[config.mk]
export PLATFORM = sky130hd
export DESIGN_NAME = layer_index_map_builder
export DESIGN_NICKNAME = d
export VERILOG_FILES = /design/src/lim_pkg.sv /design/src/lim_ctrl.sv /design/src/lim_datapath.sv /design/src/layer_index_map_builder.sv
export SDC_FILE = /design/constraint.sdc
export NUM_CORES = 2
export LEC_CHECK = 0
export BUFFER_PORTS_ARGS = -buffer_cell sky130_fd_sc_hd__buf_2
export CAP_MARGIN = 10
export CORE_AREA = 2 2 327 362
export DETAILED_ROUTE_END_ITERATION = 8
export DIE_AREA = 0 0 329 364
export GPL_TIMING_DRIVEN = 0
export PLACE_DENSITY = 0.76
export SLEW_MARGIN = 5
export SYNTH_ARGS = -nofsm -noshare
export SYNTH_HDL_FRONTEND = slang
export SYNTH_SLANG_ARGS = --single-unit
[constraint.sdc]
create_clock -name clk -period 10.2 [get_ports clk]
set_input_delay 2.04 -clock clk [delete_from_list [all_inputs] [get_ports clk]]
set_output_delay 2.04 -clock clk [all_outputs]
set_load 0.01 [all_outputs]
[src/lim_pkg.sv]
// Shared constants and controller/datapath interface types for the layer index map builder.
`default_nettype none
package lim_pkg;

	localparam int MAX_LAYERS    = 64;
	localparam int LAYER_AW      = $clog2(MAX_LAYERS);
	localparam int CNT_W         = LAYER_AW + 1;
	localparam int SUBSYSTEM_IDS = 16;
	localparam int SUB_W         = $clog2(SUBSYSTEM_IDS);
	localparam int RANK_W        = SUB_W;
	localparam int RANK_CW       = RANK_W + 1;
	localparam int LOC_W         = 6;
	localparam int SPAN_W        = LOC_W + 1;
	localparam int TABLE_SLOTS   = 64;
	localparam int SLOT_AW       = $clog2(TABLE_SLOTS);
	localparam int BASE_W        = SPAN_W + SUB_W;
	localparam int BASE_DEPTH    = SUBSYSTEM_IDS + 1;

	typedef logic [CNT_W-1:0] cnt_t;

	// Commands from the controller to the datapath.
	typedef struct packed {
		logic load;        // store the input layer being transferred
		logic scan_issue;  // read a stored layer for the span pass
		logic prefix_step; // add one span into the base offsets
		logic check;       // latch total slot count
		logic fill_issue;  // read a stored layer for the table fill
		logic em_rd;       // read one table slot, advance owning rank
		logic em_ld;       // load the output register with that slot
		logic err_ld;      // load the output register with the error result
		logic clear;       // return counts, flags, spans and base offsets to their reset values
		cnt_t idx;         // layer, rank or slot index of the current step
	} lim_cmd_t;

	// Status from the datapath to the controller.
	typedef struct packed {
		cnt_t               cnt;      // stored layer count
		logic [RANK_CW-1:0] rank_cnt; // ranks handed out
		logic               bad;      // overflow seen or table too large
		logic               out_fire; // output transfer at this edge
		logic               out_last; // held result is the last of the run
	} lim_sts_t;

endpackage
`default_nettype wire

[src/lim_ctrl.sv]
// Sequencer for load, span scan, prefix sum, check, table fill, emission and clear.
`default_nettype none
module lim_ctrl (
	input  wire logic              clk,
	input  wire logic              arst_n,
	input  wire logic              in_valid,
	input  wire logic              last_layer,
	output logic                   in_ready,
	input  wire lim_pkg::lim_sts_t sts,
	output lim_pkg::lim_cmd_t      cmd
);

	localparam logic [3:0] ST_LOAD   = 4'd0;
	localparam logic [3:0] ST_SCAN   = 4'd1;
	localparam logic [3:0] ST_PREFIX = 4'd2;
	localparam logic [3:0] ST_CHECK  = 4'd3;
	localparam logic [3:0] ST_FILL   = 4'd4;
	localparam logic [3:0] ST_EM_RD  = 4'd5;
	localparam logic [3:0] ST_EM_LD  = 4'd6;
	localparam logic [3:0] ST_EM_WT  = 4'd7;
	localparam logic [3:0] ST_CLEAR  = 4'd8;

	logic [3:0]    state_q, state_d;
	lim_pkg::cnt_t idx_q, idx_d;
	logic          in_fire;
	logic          scan_more, prefix_more;

	assign in_ready    = (state_q == ST_LOAD);
	assign in_fire     = in_valid & in_ready;
	assign scan_more   = (idx_q != sts.cnt);
	assign prefix_more = (idx_q != lim_pkg::CNT_W'(sts.rank_cnt));

	always_comb begin
		state_d         = state_q;
		idx_d           = idx_q;
		cmd             = '0;
		cmd.idx         = idx_q;
		unique case (state_q)
			ST_LOAD: begin
				cmd.load = in_fire;
				if (in_fire && last_layer) begin
					state_d = ST_SCAN;
					idx_d   = '0;
				end
			end
			ST_SCAN: begin
				cmd.scan_issue = scan_more;
				if (scan_more) begin
					idx_d = idx_q + lim_pkg::CNT_W'(1);
				end else begin
					state_d = ST_PREFIX;
					idx_d   = '0;
				end
			end
			ST_PREFIX: begin
				cmd.prefix_step = prefix_more;
				if (prefix_more) begin
					idx_d = idx_q + lim_pkg::CNT_W'(1);
				end else begin
					state_d = ST_CHECK;
				end
			end
			ST_CHECK: begin
				cmd.check = 1'b1;
				idx_d     = '0;
				if (sts.bad) begin
					cmd.err_ld = 1'b1;
					state_d    = ST_EM_WT;
				end else begin
					state_d = ST_FILL;
				end
			end
			ST_FILL: begin
				cmd.fill_issue = scan_more;
				if (scan_more) begin
					idx_d = idx_q + lim_pkg::CNT_W'(1);
				end else begin
					state_d = ST_EM_RD;
					idx_d   = '0;
				end
			end
			ST_EM_RD: begin
				cmd.em_rd = 1'b1;
				state_d   = ST_EM_LD;
			end
			ST_EM_LD: begin
				cmd.em_ld = 1'b1;
				state_d   = ST_EM_WT;
			end
			ST_EM_WT: begin
				if (sts.out_fire) begin
					if (sts.out_last) begin
						state_d = ST_CLEAR;
					end else begin
						idx_d   = idx_q + lim_pkg::CNT_W'(1);
						state_d = ST_EM_RD;
					end
				end
			end
			ST_CLEAR: begin
				cmd.clear = 1'b1;
				state_d   = ST_LOAD;
			end
			default: begin
				state_d = ST_LOAD;
			end
		endcase
	end

	always_ff @(posedge clk or negedge arst_n) begin
		if (!arst_n) begin
			state_q <= ST_LOAD;
			idx_q   <= '0;
		end else begin
			state_q <= state_d;
			idx_q   <= idx_d;
		end
	end

endmodule
`default_nettype wire

[src/lim_datapath.sv]
// Layer store, rank tables, spans, base offsets, slot table and output register.
`default_nettype none
module lim_datapath (
	input  wire logic                          clk,
	input  wire logic                          arst_n,
	input  wire lim_pkg::lim_cmd_t             cmd,
	output lim_pkg::lim_sts_t                  sts,
	input  wire logic [lim_pkg::SUB_W-1:0]     subsystem_id,
	input  wire logic [lim_pkg::LOC_W-1:0]     local_layer,
	output logic                               out_valid,
	input  wire logic                          out_ready,
	output logic [lim_pkg::SLOT_AW-1:0]        slot_index,
	output logic [lim_pkg::SUB_W-1:0]          subsystem_out,
	output logic [lim_pkg::RANK_W-1:0]         subsystem_rank,
	output logic [lim_pkg::LOC_W-1:0]          local_out,
	output logic [lim_pkg::LAYER_AW-1:0]       global_layer,
	output logic                               mapped,
	output logic                               overflow_error,
	output logic                               last_result
);

	localparam int SUB_W   = lim_pkg::SUB_W;
	localparam int LOC_W   = lim_pkg::LOC_W;
	localparam int RANK_W  = lim_pkg::RANK_W;
	localparam int RANK_CW = lim_pkg::RANK_CW;
	localparam int SPAN_W  = lim_pkg::SPAN_W;
	localparam int BASE_W  = lim_pkg::BASE_W;
	localparam int LAW     = lim_pkg::LAYER_AW;
	localparam int SAW     = lim_pkg::SLOT_AW;
	localparam int NSUB    = lim_pkg::SUBSYSTEM_IDS;

	// Memories: stored layers and slot contents.
	logic [SUB_W+LOC_W-1:0] layer_mem [lim_pkg::MAX_LAYERS];
	logic [LAW-1:0]         slot_mem  [lim_pkg::TABLE_SLOTS];

	lim_pkg::cnt_t      cnt_q;
	logic               ovf_q;
	logic [NSUB-1:0]    assigned_q;
	logic [RANK_W-1:0]  rank_of_q [NSUB];
	logic [SUB_W-1:0]   sub_of_q  [NSUB];
	logic [RANK_CW-1:0] rank_cnt_q;
	logic [SPAN_W-1:0]  span_q [NSUB];
	logic [BASE_W-1:0]  base_q [lim_pkg::BASE_DEPTH];
	logic [lim_pkg::TABLE_SLOTS-1:0] slot_vld_q;
	logic [BASE_W-1:0]  total_q;
	logic [RANK_W-1:0]  erank_q;

	logic               scan_v_s1, fill_v_s1;
	logic [SUB_W-1:0]   rd_sub_s1;
	logic [LOC_W-1:0]   rd_loc_s1;
	logic [LAW-1:0]     rd_idx_s1;
	logic [LAW-1:0]     slot_rd_s1;
	logic               slot_map_s1;

	logic               out_valid_q;
	logic [SAW-1:0]     slot_index_q;
	logic [SUB_W-1:0]   subsystem_out_q;
	logic [RANK_W-1:0]  subsystem_rank_q;
	logic [LOC_W-1:0]   local_out_q;
	logic [LAW-1:0]     global_layer_q;
	logic               mapped_q, overflow_error_q, last_result_q;

	logic [SUB_W-1:0]   rank_addr;
	logic [RANK_W-1:0]  rank_rd;
	logic [RANK_W-1:0]  span_addr;
	logic [SPAN_W-1:0]  span_rd;
	logic [SPAN_W-1:0]  loc_p1;
	logic [RANK_CW-1:0] base_addr;
	logic [BASE_W-1:0]  base_rd;
	logic [BASE_W-1:0]  fill_slot;
	logic [BASE_W-1:0]  idx_w;
	logic               new_rank;
	logic               out_fire;

	assign rank_addr = cmd.load ? subsystem_id : rd_sub_s1;
	assign rank_rd   = rank_of_q[rank_addr];
	assign span_addr = scan_v_s1 ? rank_rd : cmd.idx[RANK_W-1:0];
	assign span_rd   = span_q[span_addr];
	assign loc_p1    = SPAN_W'(rd_loc_s1) + SPAN_W'(1);
	assign idx_w     = BASE_W'(cmd.idx);

	// One read port on the base offsets, steered by the active step.
	always_comb begin
		if (fill_v_s1) begin
			base_addr = RANK_CW'(rank_rd);
		end else if (cmd.em_rd) begin
			base_addr = RANK_CW'(erank_q) + RANK_CW'(1);
		end else if (cmd.em_ld) begin
			base_addr = RANK_CW'(erank_q);
		end else if (cmd.check) begin
			base_addr = rank_cnt_q;
		end else begin
			base_addr = cmd.idx[RANK_CW-1:0];
		end
	end
	assign base_rd   = base_q[base_addr];
	assign fill_slot = base_rd + BASE_W'(rd_loc_s1);

	assign new_rank = cmd.load && (cnt_q < lim_pkg::CNT_W'(lim_pkg::MAX_LAYERS))
		&& !assigned_q[subsystem_id] && (rank_cnt_q != RANK_CW'(NSUB));
	assign out_fire = out_valid_q & out_ready;

	assign sts.cnt      = cnt_q;
	assign sts.rank_cnt = rank_cnt_q;
	assign sts.bad      = ovf_q | (base_rd > BASE_W'(lim_pkg::TABLE_SLOTS));
	assign sts.out_fire = out_fire;
	assign sts.out_last = last_result_q;

	// Layer store: write on load, registered read for scan and fill.
	always_ff @(posedge clk) begin
		if (cmd.load && (cnt_q < lim_pkg::CNT_W'(lim_pkg::MAX_LAYERS))) begin
			layer_mem[cnt_q[LAW-1:0]] <= {subsystem_id, local_layer};
		end
		if (cmd.scan_issue || cmd.fill_issue) begin
			{rd_sub_s1, rd_loc_s1} <= layer_mem[cmd.idx[LAW-1:0]];
			rd_idx_s1              <= cmd.idx[LAW-1:0];
		end
	end

	// Slot table contents: written in fill, read during emission.
	always_ff @(posedge clk) begin
		if (fill_v_s1 && (fill_slot < BASE_W'(lim_pkg::TABLE_SLOTS))) begin
			slot_mem[fill_slot[SAW-1:0]] <= rd_idx_s1;
		end
		if (cmd.em_rd) begin
			slot_rd_s1  <= slot_mem[cmd.idx[SAW-1:0]];
			slot_map_s1 <= slot_vld_q[cmd.idx[SAW-1:0]];
		end
	end

	// Rank tables are read only below the rank count, so they need no reset.
	always_ff @(posedge clk) begin
		if (new_rank) begin
			rank_of_q[subsystem_id]          <= rank_cnt_q[RANK_W-1:0];
			sub_of_q[rank_cnt_q[RANK_W-1:0]] <= subsystem_id;
		end
	end

	always_ff @(posedge clk or negedge arst_n) begin
		if (!arst_n) begin
			cnt_q      <= '0;
			ovf_q      <= 1'b0;
			assigned_q <= '0;
			rank_cnt_q <= '0;
			slot_vld_q <= '0;
			scan_v_s1  <= 1'b0;
			fill_v_s1  <= 1'b0;
			erank_q    <= '0;
			total_q    <= '0;
			for (int i = 0; i < NSUB; i++) begin
				span_q[i] <= '0;
			end
			for (int i = 0; i < lim_pkg::BASE_DEPTH; i++) begin
				base_q[i] <= '0;
			end
		end else if (cmd.clear) begin
			cnt_q      <= '0;
			ovf_q      <= 1'b0;
			assigned_q <= '0;
			rank_cnt_q <= '0;
			slot_vld_q <= '0;
			scan_v_s1  <= 1'b0;
			fill_v_s1  <= 1'b0;
			for (int i = 0; i < NSUB; i++) begin
				span_q[i] <= '0;
			end
			for (int i = 0; i < lim_pkg::BASE_DEPTH; i++) begin
				base_q[i] <= '0;
			end
		end else begin
			scan_v_s1 <= cmd.scan_issue;
			fill_v_s1 <= cmd.fill_issue;
			if (cmd.load) begin
				if (cnt_q < lim_pkg::CNT_W'(lim_pkg::MAX_LAYERS)) begin
					cnt_q <= cnt_q + lim_pkg::CNT_W'(1);
				end else begin
					ovf_q <= 1'b1;
				end
			end
			if (new_rank) begin
				assigned_q[subsystem_id] <= 1'b1;
				rank_cnt_q               <= rank_cnt_q + RANK_CW'(1);
			end
			if (scan_v_s1 && (loc_p1 > span_rd)) begin
				span_q[rank_rd] <= loc_p1;
			end
			if (cmd.prefix_step) begin
				base_q[cmd.idx[RANK_CW-1:0] + RANK_CW'(1)] <= base_rd + BASE_W'(span_rd);
			end
			if (cmd.check) begin
				total_q <= base_rd;
				erank_q <= '0;
			end
			if (fill_v_s1 && (fill_slot < BASE_W'(lim_pkg::TABLE_SLOTS))) begin
				slot_vld_q[fill_slot[SAW-1:0]] <= 1'b1;
			end
			// Step to the next rank when the slot reaches its upper bound.
			if (cmd.em_rd && (idx_w == base_rd)) begin
				erank_q <= erank_q + RANK_W'(1);
			end
		end
	end

	always_ff @(posedge clk or negedge arst_n) begin
		if (!arst_n) begin
			out_valid_q <= 1'b0;
		end else if (cmd.em_ld || cmd.err_ld) begin
			out_valid_q <= 1'b1;
		end else if (out_fire) begin
			out_valid_q <= 1'b0;
		end
	end

	always_ff @(posedge clk) begin
		if (cmd.err_ld) begin
			slot_index_q     <= '0;
			subsystem_out_q  <= '0;
			subsystem_rank_q <= '0;
			local_out_q      <= '0;
			global_layer_q   <= '0;
			mapped_q         <= 1'b0;
			overflow_error_q <= 1'b1;
			last_result_q    <= 1'b1;
		end else if (cmd.em_ld) begin
			slot_index_q     <= cmd.idx[SAW-1:0];
			subsystem_out_q  <= sub_of_q[erank_q];
			subsystem_rank_q <= erank_q;
			local_out_q      <= LOC_W'(idx_w - base_rd);
			global_layer_q   <= slot_map_s1 ? slot_rd_s1 : '0;
			mapped_q         <= slot_map_s1;
			overflow_error_q <= 1'b0;
			last_result_q    <= ((idx_w + BASE_W'(1)) == total_q);
		end
	end

	assign out_valid      = out_valid_q;
	assign slot_index     = slot_index_q;
	assign subsystem_out  = subsystem_out_q;
	assign subsystem_rank = subsystem_rank_q;
	assign local_out      = local_out_q;
	assign global_layer   = global_layer_q;
	assign mapped         = mapped_q;
	assign overflow_error = overflow_error_q;
	assign last_result    = last_result_q;

endmodule
`default_nettype wire

[src/layer_index_map_builder.sv]
// Top level of the layer index map builder: controller plus datapath.
//
//   channel | handshake             | payload
//   --------+-----------------------+-----------------------------------------------------
//   in      | in_valid / in_ready   | subsystem_id, local_layer, last_layer
//   out     | out_valid / out_ready | slot_index .. last_result, eight fields per slot
//
// A layer without the last mark is one write into the layer store.
// The last layer starts the build: a scan over the L stored layers, a prefix pass over
// the R ranks, a check, a fill over the L layers, a read, a load and a wait per table
// slot and a clear; an error run presents its single result right after the check.
// Reset clears all control state and every store that has a reset value at once.
// in_ready stays low from the last layer through the clear cycle; a stalled out_ready
// holds the result and pauses the emission walk.
`default_nettype none
module layer_index_map_builder (
	input  wire logic                           clk,
	input  wire logic                           arst_n,
	input  wire logic                           in_valid,
	output logic                                in_ready,
	input  wire logic [lim_pkg::SUB_W-1:0]      subsystem_id,
	input  wire logic [lim_pkg::LOC_W-1:0]      local_layer,
	input  wire logic                           last_layer,
	output logic                                out_valid,
	input  wire logic                           out_ready,
	output logic [lim_pkg::SLOT_AW-1:0]         slot_index,
	output logic [lim_pkg::SUB_W-1:0]           subsystem_out,
	output logic [lim_pkg::RANK_W-1:0]          subsystem_rank,
	output logic [lim_pkg::LOC_W-1:0]           local_out,
	output logic [lim_pkg::LAYER_AW-1:0]        global_layer,
	output logic                                mapped,
	output logic                                overflow_error,
	output logic                                last_result
);

	// Commands down to the datapath, status back to the sequencer.
	lim_pkg::lim_cmd_t cmd;
	lim_pkg::lim_sts_t sts;

	// Sequence the phases and own the step index.
	lim_ctrl u_ctrl (
		.clk        (clk),
		.arst_n     (arst_n),
		.in_valid   (in_valid),
		.last_layer (last_layer),
		.in_ready   (in_ready),
		.sts        (sts),
		.cmd        (cmd)
	);

	// Hold the stores and the output register; drive the result payload.
	lim_datapath u_dp (
		.clk            (clk),
		.arst_n         (arst_n),
		.cmd            (cmd),
		.sts            (sts),
		.subsystem_id   (subsystem_id),
		.local_layer    (local_layer),
		.out_valid      (out_valid),
		.out_ready      (out_ready),
		.slot_index     (slot_index),
		.subsystem_out  (subsystem_out),
		.subsystem_rank (subsystem_rank),
		.local_out      (local_out),
		.global_layer   (global_layer),
		.mapped         (mapped),
		.overflow_error (overflow_error),
		.last_result    (last_result)
	);

endmodule
`default_nettype wire

==> reports/metrics.csv <==
metric,value,unit
status,finished clean,
number of global-route vias before repair,42100,
register bit total from synthesis,1625,
Syn Area/Cell,16.0,um^2
Register Area,46400,um^2
most common cell in the synthesized netlist,edfxtp_1,
Startpoint Class,primary input,
max-slew violation total from the final report,0,
Slew headroom,13.7,%
Yosys cell types,97,
hold path depth,1,
CTS buffer count,159,
Crit Reg-Reg Endpoint,u_dp.slot_vld_q[42]$_DFFE_PN0P_,
Synth async-reset ratio,25.9,%
top post-synthesis cells by count,"edfxtp_1 (1,175), dfrtp_1 (421), mux4_2 (394)",
r2r setup slk,0.89,ns
fmax,99.5,MHz
synth top area cells,"edfxtp_1 (51%), dfrtp_1 (15%), mux4_2 (13%), mux2i_1 (2.6%), nor2_1 (2.1%)",
Placer Congestion,0.964,
Tot GR Track Use,33.1,%
initial antenna violation count,5,
CTS tree,built,
skew final,0.0327,ns
post-route ant nets,0,
IO Port Bufs,45,
crit path time final,10.05,ns
CTS max path bufs,3,
CTS Root Cell,clkbuf_16,
Hold Path Class,reg2reg,
largest net degree at the start of global routing,100,
initial core utilization,59.5,%
average wire per cell in the routed design,31.2,um
Slew @ Worst Pin,1.29,ns
layout cell share with drive strength beyond 1,19.2,%
"critical path fanouts, max",51,
Hold Path End,u_dp.mapped$_SDFFE_PP0P_,
Overflow after GRT,0,
hpwl dp,130,mm
post-route insts no fill,6248,
WL final,195,mm
clk slew on worst S/H paths,0.06,ns
FP Rows,132,
DR pass1 iterations,6,
final core utilization,66.9,%
top-level port count,46,
HP Start,u_dp.mapped$_SDFFE_PP0P_,
Die Wd,329,um
Total Die Area,120000,um^2
post-synth top area cell,edfxtp_1,
worst r2r src,u_ctrl.state_q[1]$_DFFE_PN0P_,
Final #Nets,4629,
Ys Warns,0,
Layout area overhead,12.5,%
H-tree Lvls,4,
Vias/cell,6.77,
CP Data Required Time,10.87,ns
Worst-Skew Late Latency,0.79,ns
Post-Syn Instances,4331,
share of the synthesized area in the top cell type,50.9,%
Hold Fails Final Rpt,0,
Multi-input gate area,21800,um^2
CP endpoint kind,flip-flop,
max_cap viols,0,
sequential area share after synthesis,67.0,%
"Top FF cell, synth",edfxtp_1,
Worst EP arrival,10.72,ns
worst-case reg-to-reg path depth,22,
Post-synth EDFFs,1175,
critical path type,in2reg,
die height,364,um
syn nets,4386,
Post-Place Cells,5942,
area of the mapped netlist,69300,um^2
DRT iter0 DRCs,5339,
first-pass GRT wire length,286,mm
Fill cells,7698,
DRC viols,0,
via count,42300,
core area,116000,um^2
final worst-path cycle share,98.6,%
clk sinks,1625,
final setup violation count,0,
-- layer usage --
metal	wire [um]	vias up	global-route usage, %	part of all wire [%]
met1	71400	21800	43.2	37
met3	17800	532	6.79	9.1
met2	94700	2605	53.2	49
met4	10800	2	16.7	5.6
met5	13	-	0	0.0067
li1	-	17400	-	-
-- kinds of logic (layout without fill, tap and decap cells) --
| group | count (synthesis) | in the layout | share of synthesized area (%) |
|---|---|---|---|
| AOI/OAI and AO/OA | 593 | 593 | 5.84 |
| xor gates and xnor gates | 61 | 61 | 0.771 |
| adders and majority gates | 40 | 40 | 0.755 |
| buffers and inverters | 364 | 737 | 2.28 |
| DFF | 1625 | 1625 | 67.0 |
| muxes | 587 | 587 | 15.6 |
| other | 0 | 3 | 0 |
| and+or+nand+nor | 1061 | 1061 | 7.74 |
-- critical path, cell delays in order --
cell	delay, ns
buf_4	0.36
buf_12	0.29
clkbuf_2	0.33
nor3_1	0.14
a2111oi_4	0.33
a21oi_1	0.12
o311a_2	0.51
a21oi_2	0.43
buf_4	0.32
buf_6	0.22
buf_6	0.23
mux4_2	0.58
mux2i_1	0.38
a21o_1	0.24
a21boi_1	0.46
inv_1	0.26
ha_1	0.41
a21oi_1	0.23
o21bai_1	0.10
a21oi_1	0.41
xor2_1	0.72
buf_1	1.02
nor4_4	0.24
o21a_1	0.26
-- through the flow --
stage / TNS (ns) / area (um^2) / hold WS [ns] / worst slack (ns)
floorplan: 0 / 69300 / 0.423 / 2.05
global placement: -1374.04 / 71400 / 0.429 / -2.09
detailed placement: -609.22 / 72000 / 0.442 / -1.51
CTS: 0 / 77700 / 0.457 / 0.0222
global route: -0.00714 / 77900 / 0.462 / -0.00282
finish: 0 / 77900 / 0.454 / 0.147
-- final cells by class --
| class | count | share of cell area (%) |
|---|---|---|
| diodes | 3 | 0.00963 |
| clock inverters | 80 | 1.02 |
| repair buffers | 82 | 1.24 |
| flip-flops and latches | 1625 | 59.5 |
| well taps | 1541 | 2.47 |
| plain buffers | 314 | 1.79 |
| multi-input cells | 2342 | 28.0 |
| clock buffers | 211 | 5.69 |
| inverters | 50 | 0.242 |
-- how the worst max path moves through the flow --
stage | slack, ns | endpoint | from
detailed placement | -1.51 | u_dp.slot_mem[24][4]$_DFFE_PP_ | subsystem_id[3]
floorplan | 2.05 | u_dp.slot_mem[35][0]$_DFFE_PP_ | subsystem_id[1]
global placement | -2.09 | u_dp.slot_mem[40][5]$_DFFE_PP_ | subsystem_id[1]
finish | 0.15 | u_dp.slot_vld_q[42]$_DFFE_PN0P_ | subsystem_id[1]
CTS | 0.02 | u_dp.slot_mem[32][3]$_DFFE_PP_ | subsystem_id[1]
global route | -0.003 | u_dp.slot_mem[20][3]$_DFFE_PP_ | subsystem_id[1]
-- placed cells by master, fill, tap and decap left out, types with 40 or more instances in the layout --
cell / count
edfxtp_1: 1175
dfrtp_1: 421
mux4_2: 394
nor2_1: 379
clkbuf_1: 235
nand2_1: 220
o21ai_0: 190
nand3_1: 189
mux2i_1: 182
clkbuf_16: 166
a211oi_1: 78
a21oi_1: 72
o21a_1: 70
buf_2: 65
nor4_4: 60
buf_1: 58
inv_1: 47
nor3_1: 40
-- sequential cells by signal, summed over array words and instances (netlist names), 11 cells and up --
name             count
u_dp.slot_mem      384
u_dp.sub_of_q       64
u_dp.slot_vld_q     64
u_dp.layer_mem     640
u_dp.base_q        187
u_dp.rank_of_q      64
u_dp.total_q        11
u_dp.span_q        112
u_dp.assigned_q     16
-- timing repair --
item / CTS / global route
setup buffers: 0 / 1
hold buffers: 0 / 0
pin swaps: 1 / 41
resized for setup: 50 / 16
setup endpoints to repair: 441 / 467
Power is left out: the tool's default activity adds up to more than one toggle a clock period on the data nets, which glitch-free logic cannot reach.
